### config.mk
export PLATFORM = sky130hd
export DESIGN_NAME = bug_keyer_timing
export DESIGN_NICKNAME = d
export VERILOG_FILES = /design/src/rtl/bkt_pkg.sv /design/src/rtl/bkt_div.sv /design/src/rtl/bug_keyer_timing.sv
export SDC_FILE = /design/constraint.sdc
export NUM_CORES = 1
export LEC_CHECK = 0
export BUFFER_PORTS_ARGS = -buffer_cell sky130_fd_sc_hd__buf_4
export CAP_MARGIN = 40
export CORE_UTILIZATION = 35
export CTS_CLUSTER_SIZE = 28
export DETAILED_ROUTE_END_ITERATION = 16
export SYNTH_ARGS = -nofsm -noshare
export SYNTH_HDL_FRONTEND = slang
export SYNTH_HIERARCHICAL = 1
export SYNTH_SLANG_ARGS = --single-unit
### constraint.sdc
create_clock -name clk -period 6.05 [get_ports clk]
set_input_delay 0.9075 -clock clk [delete_from_list [all_inputs] [get_ports clk]]
set_output_delay 0.9075 -clock clk [all_outputs]
set_load 0.05 [all_outputs]
### src/rtl/bkt_pkg.sv
// ----------------------------------------------------------------------------
// bkt_pkg
// Shared types and constants for the bug keyer timing block.
// ----------------------------------------------------------------------------
package bkt_pkg;

  localparam int unsigned TIME_W    = 32;
  localparam int unsigned REG_W     = 16;
  localparam int unsigned COUNT_W   = 16;
  localparam int unsigned CODE_W    = 2;
  localparam int unsigned CFG_IDX_W = 2;

  localparam int unsigned DIV_STEPS = TIME_W;
  localparam int unsigned DIV_CNT_W = $clog2(DIV_STEPS);

  localparam logic [COUNT_W-1:0] FLUSH_TWITCHES = COUNT_W'(100);
  localparam logic [COUNT_W-1:0] COUNT_MAX      = '1;

  // register indexes
  localparam logic [CFG_IDX_W-1:0] REG_TWITCH_MS = 2'd0;
  localparam logic [CFG_IDX_W-1:0] REG_DOT_MS    = 2'd1;
  localparam logic [CFG_IDX_W-1:0] REG_PTT_MS    = 2'd2;

  localparam logic [REG_W-1:0] TWITCH_MS_RST = REG_W'(10);
  localparam logic [REG_W-1:0] DOT_MS_RST    = REG_W'(60);
  localparam logic [REG_W-1:0] PTT_MS_RST    = REG_W'(0);

  // transmitter commands
  localparam logic [CODE_W-1:0] TX_NONE = 2'd0;
  localparam logic [CODE_W-1:0] TX_DOWN = 2'd1;
  localparam logic [CODE_W-1:0] TX_UP   = 2'd2;

  // report kinds
  localparam logic [CODE_W-1:0] REP_NONE     = 2'd0;
  localparam logic [CODE_W-1:0] REP_UP_END   = 2'd1;
  localparam logic [CODE_W-1:0] REP_DOWN_END = 2'd2;

  typedef enum logic [4:0] {
    S_IDLE = 5'b00001,
    S_ACC  = 5'b00010,
    S_CMP  = 5'b00100,
    S_DIV  = 5'b01000,
    S_DEC  = 5'b10000
  } state_t;

  typedef struct packed {
    logic busy;
    logic done;
  } div_stat_t;

endpackage

### src/rtl/bkt_div.sv
// ----------------------------------------------------------------------------
// bkt_div
// Restoring divider, one quotient bit per cycle, 32-bit by 16-bit.
// ----------------------------------------------------------------------------
module bkt_div (
  input  logic                        clk,
  input  logic                        rst,
  input  logic                        start,
  input  logic [bkt_pkg::TIME_W-1:0]  dividend,
  input  logic [bkt_pkg::REG_W-1:0]   divisor,
  output bkt_pkg::div_stat_t          stat,
  output logic [bkt_pkg::TIME_W-1:0]  quotient,
  output logic [bkt_pkg::REG_W-1:0]   remainder
);

  logic                          busy;
  logic                          done;
  logic [bkt_pkg::DIV_CNT_W-1:0] cnt;
  logic [bkt_pkg::REG_W-1:0]     rem;
  logic [bkt_pkg::TIME_W-1:0]    quo;

  logic [bkt_pkg::REG_W:0]       partial;
  logic [bkt_pkg::REG_W+1:0]     diff;
  logic                          ge;
  logic [bkt_pkg::REG_W-1:0]     rem_next;

  always_comb begin
    partial  = {rem, quo[bkt_pkg::TIME_W-1]};
    diff     = {1'b0, partial} - {2'b00, divisor};
    ge       = ~diff[bkt_pkg::REG_W+1];
    rem_next = ge ? diff[bkt_pkg::REG_W-1:0] : partial[bkt_pkg::REG_W-1:0];
  end

  always_ff @(posedge clk) begin
    if (rst) begin
      busy <= 1'b0;
      done <= 1'b0;
      cnt  <= '0;
    end else begin
      done <= 1'b0;
      if (start) begin
        busy <= 1'b1;
        cnt  <= '0;
      end else if (busy) begin
        cnt <= cnt + 1'b1;
        if (cnt == bkt_pkg::DIV_CNT_W'(bkt_pkg::DIV_STEPS - 1)) begin
          busy <= 1'b0;
          done <= 1'b1;
        end
      end
    end
  end

  // quotient bits shift in where the dividend shifts out
  always_ff @(posedge clk) begin
    if (start) begin
      rem <= '0;
      quo <= dividend;
    end else if (busy) begin
      rem <= rem_next;
      quo <= {quo[bkt_pkg::TIME_W-2:0], ge};
    end
  end

  assign stat.busy = busy;
  assign stat.done = done;
  assign quotient  = quo;
  assign remainder = rem;

endmodule

### src/rtl/bug_keyer_timing.sv
// ----------------------------------------------------------------------------
// bug_keyer_timing
// Semi-automatic bug key emulation with twitch-unit interval reports.
// ----------------------------------------------------------------------------
// Input stream s_*: one sample per transfer (timestamp, contact levels,
// paddle mode). Output stream m_*: exactly one result per sample, in order.
// Configuration channel cfg_*: register index and 16-bit data, always ready;
// write it only while no sample is in flight.
// One sample is worked on at a time. An accepted sample goes through the
// accumulate, compare and decision steps to the output register; when the
// accumulated time is split into twitches, a divide step comes between them,
// in which the 32-step restoring divider takes one quotient bit per cycle.
// s_tready is high again in the cycle the result appears, so the next sample
// is taken only after the last one is through.
// The output register holds its result until m_tready; while it is full the
// block finishes the next sample up to the decision step and then waits.
// Reset (rst, synchronous) clears all timing state, restores the register
// defaults (twitch 10 ms, dot 60 ms, ptt delay 0 ms) and empties the output.
// ----------------------------------------------------------------------------
module bug_keyer_timing (
  input  logic                            clk,
  input  logic                            rst,
  // cfg write channel
  input  logic                            cfg_valid,
  output logic                            cfg_ready,
  input  logic [bkt_pkg::CFG_IDX_W-1:0]   cfg_index,
  input  logic [bkt_pkg::REG_W-1:0]       cfg_data,
  // samples
  input  logic                            s_tvalid,
  output logic                            s_tready,
  input  logic [39:0]                     s_tdata,  // now_ms, dit_closed, dah_closed,
                                                    // right_closed, left_closed,
                                                    // paddle_mode, zero fill
  // results
  output logic                            m_tvalid,
  input  logic                            m_tready,
  output logic [23:0]                     m_tdata,  // tx_action, report_twitches,
                                                    // right_edge, left_edge, zero fill
  output logic [bkt_pkg::CODE_W-1:0]      m_tuser   // report_kind
);

  localparam int unsigned TW = bkt_pkg::TIME_W;
  localparam int unsigned CW = bkt_pkg::COUNT_W;

  bkt_pkg::state_t state;

  logic [bkt_pkg::REG_W-1:0] twitch_ms;
  logic [bkt_pkg::REG_W-1:0] dot_ms;
  logic [bkt_pkg::REG_W-1:0] ptt_delay_ms;
  logic [bkt_pkg::REG_W-1:0] tlen;

  logic [TW-1:0] twitch_accum_ms;
  logic [TW-1:0] last_time_ms;
  logic [CW-1:0] twitch_count;
  logic          straight_keyed;
  logic          dit_on;
  logic [TW-1:0] next_transition_ms;
  logic          right_prev;
  logic          left_prev;

  // latched sample
  logic [TW-1:0] now_ms;
  logic          dit_closed;
  logic          dah_closed;
  logic          paddle_mode;
  logic          right_edge;
  logic          left_edge;

  // output register
  logic                      out_valid;
  logic [bkt_pkg::CODE_W-1:0] out_tx;
  logic [bkt_pkg::CODE_W-1:0] out_kind;
  logic [CW-1:0]             out_rep;
  logic                      out_redge;
  logic                      out_ledge;

  // divider
  logic                      div_start;
  bkt_pkg::div_stat_t        div_stat;
  logic [TW-1:0]             div_quo;
  logic [bkt_pkg::REG_W-1:0] div_rem;
  logic [CW:0]               count_sum;
  logic                      count_sat;

  // decision
  logic                       out_free;
  logic [bkt_pkg::CODE_W-1:0] tx_next;
  logic [bkt_pkg::CODE_W-1:0] kind_next;
  logic [CW-1:0]              rep_next;
  logic                       straight_keyed_next;
  logic                       dit_on_next;
  logic [TW-1:0]              next_transition_next;
  logic [CW-1:0]              count_next;
  logic                       accum_clear;
  logic                       due;

  assign tlen      = (twitch_ms == '0) ? bkt_pkg::REG_W'(1) : twitch_ms;
  assign cfg_ready = 1'b1;
  assign s_tready  = (state == bkt_pkg::S_IDLE);
  assign out_free  = ~out_valid | m_tready;
  assign div_start = (state == bkt_pkg::S_CMP) && (twitch_accum_ms > TW'(tlen));

  bkt_div u_div (
    .clk       (clk),
    .rst       (rst),
    .start     (div_start),
    .dividend  (twitch_accum_ms - TW'(1)),
    .divisor   (tlen),
    .stat      (div_stat),
    .quotient  (div_quo),
    .remainder (div_rem)
  );

  assign count_sum = {1'b0, twitch_count} + {1'b0, div_quo[CW-1:0]};
  assign count_sat = (|div_quo[TW-1:CW]) | count_sum[CW];

  always_comb begin
    tx_next              = bkt_pkg::TX_NONE;
    kind_next            = bkt_pkg::REP_NONE;
    rep_next             = '0;
    straight_keyed_next  = straight_keyed;
    dit_on_next          = dit_on;
    next_transition_next = next_transition_ms;
    count_next           = twitch_count;
    accum_clear          = 1'b0;
    due                  = (next_transition_ms < now_ms);
    if (paddle_mode) begin
      if (dah_closed) begin
        next_transition_next = now_ms;
        dit_on_next          = 1'b0;
        if (!straight_keyed) begin
          straight_keyed_next = 1'b1;
          kind_next           = bkt_pkg::REP_UP_END;
          tx_next             = bkt_pkg::TX_DOWN;
          rep_next            = twitch_count;
          count_next          = '0;
          accum_clear         = 1'b1;
        end
      end else if (dit_closed) begin
        if (due) begin
          if (!dit_on) begin
            dit_on_next          = 1'b1;
            kind_next            = bkt_pkg::REP_UP_END;
            tx_next              = bkt_pkg::TX_DOWN;
            next_transition_next = now_ms + TW'(dot_ms) + TW'(ptt_delay_ms);
          end else begin
            dit_on_next          = 1'b0;
            kind_next            = bkt_pkg::REP_DOWN_END;
            tx_next              = bkt_pkg::TX_UP;
            next_transition_next = now_ms + TW'(dot_ms);
          end
          rep_next    = twitch_count;
          count_next  = '0;
          accum_clear = 1'b1;
        end
      end else if (dit_on) begin
        if (due) begin
          dit_on_next          = 1'b0;
          kind_next            = bkt_pkg::REP_DOWN_END;
          tx_next              = bkt_pkg::TX_UP;
          rep_next             = twitch_count;
          next_transition_next = now_ms + TW'(dot_ms);
          count_next           = '0;
          accum_clear          = 1'b1;
        end
      end else begin
        next_transition_next = now_ms;
        if (straight_keyed) begin
          straight_keyed_next = 1'b0;
          kind_next           = bkt_pkg::REP_DOWN_END;
          tx_next             = bkt_pkg::TX_UP;
          rep_next            = twitch_count;
          count_next          = '0;
          accum_clear         = 1'b1;
        end
      end
    end
    // flush a long interval, accumulator is kept
    if (kind_next == bkt_pkg::REP_NONE && count_next >= bkt_pkg::FLUSH_TWITCHES) begin
      kind_next  = (straight_keyed_next | dit_on_next) ? bkt_pkg::REP_DOWN_END
                                                       : bkt_pkg::REP_UP_END;
      rep_next   = count_next;
      count_next = '0;
    end
  end

  always_ff @(posedge clk) begin
    if (rst) begin
      state              <= bkt_pkg::S_IDLE;
      twitch_ms          <= bkt_pkg::TWITCH_MS_RST;
      dot_ms             <= bkt_pkg::DOT_MS_RST;
      ptt_delay_ms       <= bkt_pkg::PTT_MS_RST;
      twitch_accum_ms    <= '0;
      last_time_ms       <= '0;
      twitch_count       <= '0;
      straight_keyed     <= 1'b0;
      dit_on             <= 1'b0;
      next_transition_ms <= '0;
      right_prev         <= 1'b0;
      left_prev          <= 1'b0;
      out_valid          <= 1'b0;
    end else begin
      if (cfg_valid && cfg_ready) begin
        case (cfg_index)
          bkt_pkg::REG_TWITCH_MS: twitch_ms    <= cfg_data;
          bkt_pkg::REG_DOT_MS:    dot_ms       <= cfg_data;
          bkt_pkg::REG_PTT_MS:    ptt_delay_ms <= cfg_data;
          default: ;
        endcase
      end

      // the decision step reloads the output in the same cycle
      if (out_valid && m_tready && state != bkt_pkg::S_DEC) begin
        out_valid <= 1'b0;
      end

      case (state)
        bkt_pkg::S_IDLE: begin
          if (s_tvalid) begin
            right_prev <= s_tdata[34];
            left_prev  <= s_tdata[35];
            state      <= bkt_pkg::S_ACC;
          end
        end
        bkt_pkg::S_ACC: begin
          twitch_accum_ms <= twitch_accum_ms + (now_ms - last_time_ms);
          last_time_ms    <= now_ms;
          state           <= bkt_pkg::S_CMP;
        end
        bkt_pkg::S_CMP: begin
          state <= div_start ? bkt_pkg::S_DIV : bkt_pkg::S_DEC;
        end
        bkt_pkg::S_DIV: begin
          // remainder of (accum - 1) plus one leaves 1..tlen
          if (div_stat.done) begin
            twitch_accum_ms <= TW'(div_rem) + TW'(1);
            twitch_count    <= count_sat ? bkt_pkg::COUNT_MAX : count_sum[CW-1:0];
            state           <= bkt_pkg::S_DEC;
          end
        end
        bkt_pkg::S_DEC: begin
          if (out_free) begin
            straight_keyed     <= straight_keyed_next;
            dit_on             <= dit_on_next;
            next_transition_ms <= next_transition_next;
            twitch_count       <= count_next;
            if (accum_clear) begin
              twitch_accum_ms <= '0;
            end
            out_valid <= 1'b1;
            state     <= bkt_pkg::S_IDLE;
          end
        end
        default: state <= bkt_pkg::S_IDLE;
      endcase
    end
  end

  // payload registers
  always_ff @(posedge clk) begin
    if (state == bkt_pkg::S_IDLE && s_tvalid) begin
      now_ms      <= s_tdata[31:0];
      dit_closed  <= s_tdata[32];
      dah_closed  <= s_tdata[33];
      paddle_mode <= s_tdata[36];
      right_edge  <= s_tdata[34] & ~right_prev;
      left_edge   <= s_tdata[35] & ~left_prev;
    end
    if (state == bkt_pkg::S_DEC && out_free) begin
      out_tx    <= tx_next;
      out_kind  <= kind_next;
      out_rep   <= rep_next;
      out_redge <= right_edge;
      out_ledge <= left_edge;
    end
  end

  assign m_tvalid = out_valid;
  assign m_tdata  = {4'b0000, out_ledge, out_redge, out_rep, out_tx};
  assign m_tuser  = out_kind;

  // the divider only runs while the sequencer waits on it
  a_div_owned: assert property (@(posedge clk) disable iff (rst)
    div_stat.busy |-> (state == bkt_pkg::S_DIV))
    else $error("divider busy outside the divide step");

  // any count of a full flush is reported before the next sample is taken
  a_count_flushed: assert property (@(posedge clk) disable iff (rst)
    (state == bkt_pkg::S_IDLE) |-> (twitch_count < bkt_pkg::FLUSH_TWITCHES))
    else $error("twitch count left at or above flush level");

  // a key-down command always closes a key-up interval
  a_down_reports_up: assert property (@(posedge clk) disable iff (rst)
    (m_tvalid && m_tdata[1:0] == bkt_pkg::TX_DOWN) |-> (m_tuser == bkt_pkg::REP_UP_END))
    else $error("key down without key-up report");

  // no report means no length
  a_no_report_zero: assert property (@(posedge clk) disable iff (rst)
    (m_tvalid && m_tuser == bkt_pkg::REP_NONE) |-> (m_tdata[17:2] == '0))
    else $error("report length set without a report");

endmodule
==> impl_results.md <==
* Clock tree buffer depth at 3
* DR vias at 16480
* Status: completed
* PwrDens at 289.3 nW/um^2
* Worst-Margin Slew at 0.8950 ns
* Final Slew Violations at 0
* ANT nets after route at 0
* Fraction of layout cells with a size suffix above 1 at 9.816%
* Register area at 6596 sq um
* Die width at 238.2 microns
* Vias per cell at 5.331
* Starting Density at 35.43%
* Overall Power at 6377 uW
* N_diodes at 0
* Gr usage total at 19.16%
* Worst setup SP type: flip-flop
* Post-CTS setup buffers at 0
* # setup viols final at 0
* Final min period at 5.148 ns
* Non-Filler Instances at 3091
* Hold_buf cts at 0
* Initial antenna violation count at 0
* Vias in the first global route at 15900
* Worst hold slack at 0.4206 ns
* Mean Syn Cell Area at 8.573 sq um
* Largest net degree at the start of global routing at 75
* Mapped Area at 19520 sq um
* Fmax at 0.1942 GHz
* Clk Latency, worst-skew pair at 0.55 ns
* HPWL Detailed at 42330 microns
* Die area at 56720 sq um
* Most common cell after layout, fill and taps aside: nand2_1
* Root Buffer: clkbuf_16
* HP Class: flip-flop to flip-flop
* GR Overflow Total at 0
* Pleak at 0.008785 uW
* Final worst-path cycle share at 85.09%
* Setup TNS at 0 ns
* RSZ-0062 raised after global routing: no
* Fillers at 5587
* First-pass GRT wire length at 86600 microns
* # nets final at 2564
* Final GP Congestion at 0.9202
* Core ar. at 55090 sq um
* Final core occ at 40.01%
* Setup CP Type: flip-flop to flip-flop
* Port bufs at 83
* Die height at 238.2 microns
* H-tree levels at 2
* CP Capture Type: flip-flop
* Remaining routing DRC violations at 0
* Final Hold Fails at 0
* Rows at 86
* Clock sink count at 284
* TritonCTS clock tree: yes
* Max-cap violations at 0
* Max VDD drop at 175.0 uV
* WL final at 54420 microns
* Synthesized instance count at 2277
* Most frequent cells in the layout: 250 x nand2_1, 210 x inv_1, 193 x dfxtp_1
* Initial drt markers at 1454
* PostCTS Resize Cnt at 0
* Area grow syn2layout at 12.91%
* Placed Cells at 3027
* WP data required at 6.51 ns
* Crit Path Max Fanout at 8
* DR WL/cell at 17.61 microns
* Critical Path AT at 5.60 ns
* Pre-Repair DR Iteration Count at 6
* Yosys warns at 6
* Max_slew headroom at 39.82%
* Clock Skews at 0.01642 ns
* Worst-path clk slew at 0.06 ns
* CTS Buf Count at 35
* Top-Level Pins at 92
* Footprint of the multi-input gates at 11720 sq um
per-layer routing:
| layer | GRT usage, % | part of all wire [%] |
|---|---|---|
| met1 | 25.46 | 46 |
| met2 | 31.17 | 45 |
| met3 | 2.568 | 5.6 |
| met4 | 8.003 | 3.7 |
| met5 | 0 | 0 |
stage by stage:
| stage | area, sq um | setup slack (ns) |
|---|---|---|
| after detailed placement | 20870 | 1.027 |
| after CTS | 22040 | 0.9527 |
| after global routing | 22040 | 0.6531 |
| final | 22040 | 0.9020 |
| after floorplan | 19530 | 1.706 |
| after global placement | 20780 | 1.109 |
report_power, final:
group          internal [uW]  switching (uW)  leakage, uW
Clock                   1310             845     0.000570
Combinational            811            1170      0.00581
Sequential              2070             176      0.00240
Total                   4180            2190      0.00879
area by class of cell:
cell class	count	share of cell area (%)
clock buffers	47	4.416
clock inverters	17	0.8799
inverters	212	3.610
multi-input cells	1678	53.16
flip-flops and latches	284	29.93
well taps	748	4.246
repair buffers	105	3.758
state kept, by name, indices dropped and copies added, names as in the netlist, 2 cells and up:
register / count
u_div/cnt: 5
out_rep: 16
last_time_ms: 32
twitch_count: 16
m_tuser: 2
twitch_ms: 16
u_div/quotient: 32
now_ms: 32
ptt_delay_ms: 16
dot_ms: 16
out_tx: 2
u_div/remainder: 16
state: 5
next_transition_ms: 32
twitch_accum_ms: 32
final timing paths:
| path | startpoint | to | slack (ns) | depth (start not counted) |
|---|---|---|---|---|
| min | right_edge | out_redge | 0.42 | 0 |
| max | now_ms[1] | next_transition_ms[17] | 0.90 | 17 |
| min reg2reg | right_edge | out_redge | 0.42 | 0 |
| max reg2reg | now_ms[1] | next_transition_ms[17] | 0.90 | 17 |
critical path, stage by stage, from the launching register on:
cell	delay, ns
edfxtp_1	0.49
ha_1	0.34
a211oi_1	0.34
o21ai_2	0.16
o2111ai_2	0.37
nand2_1	0.14
a21o_1	0.21
a21oi_1	0.23
xnor2_1	0.20
ha_1	0.33
and3_1	0.18
a221o_1	0.37
a2111oi_2	0.46
nor2_1	0.26
or4_1	0.44
a31oi_1	0.20
xnor2_1	0.08
a211oi_1	0.22
(Power assumes the default switching activity.)
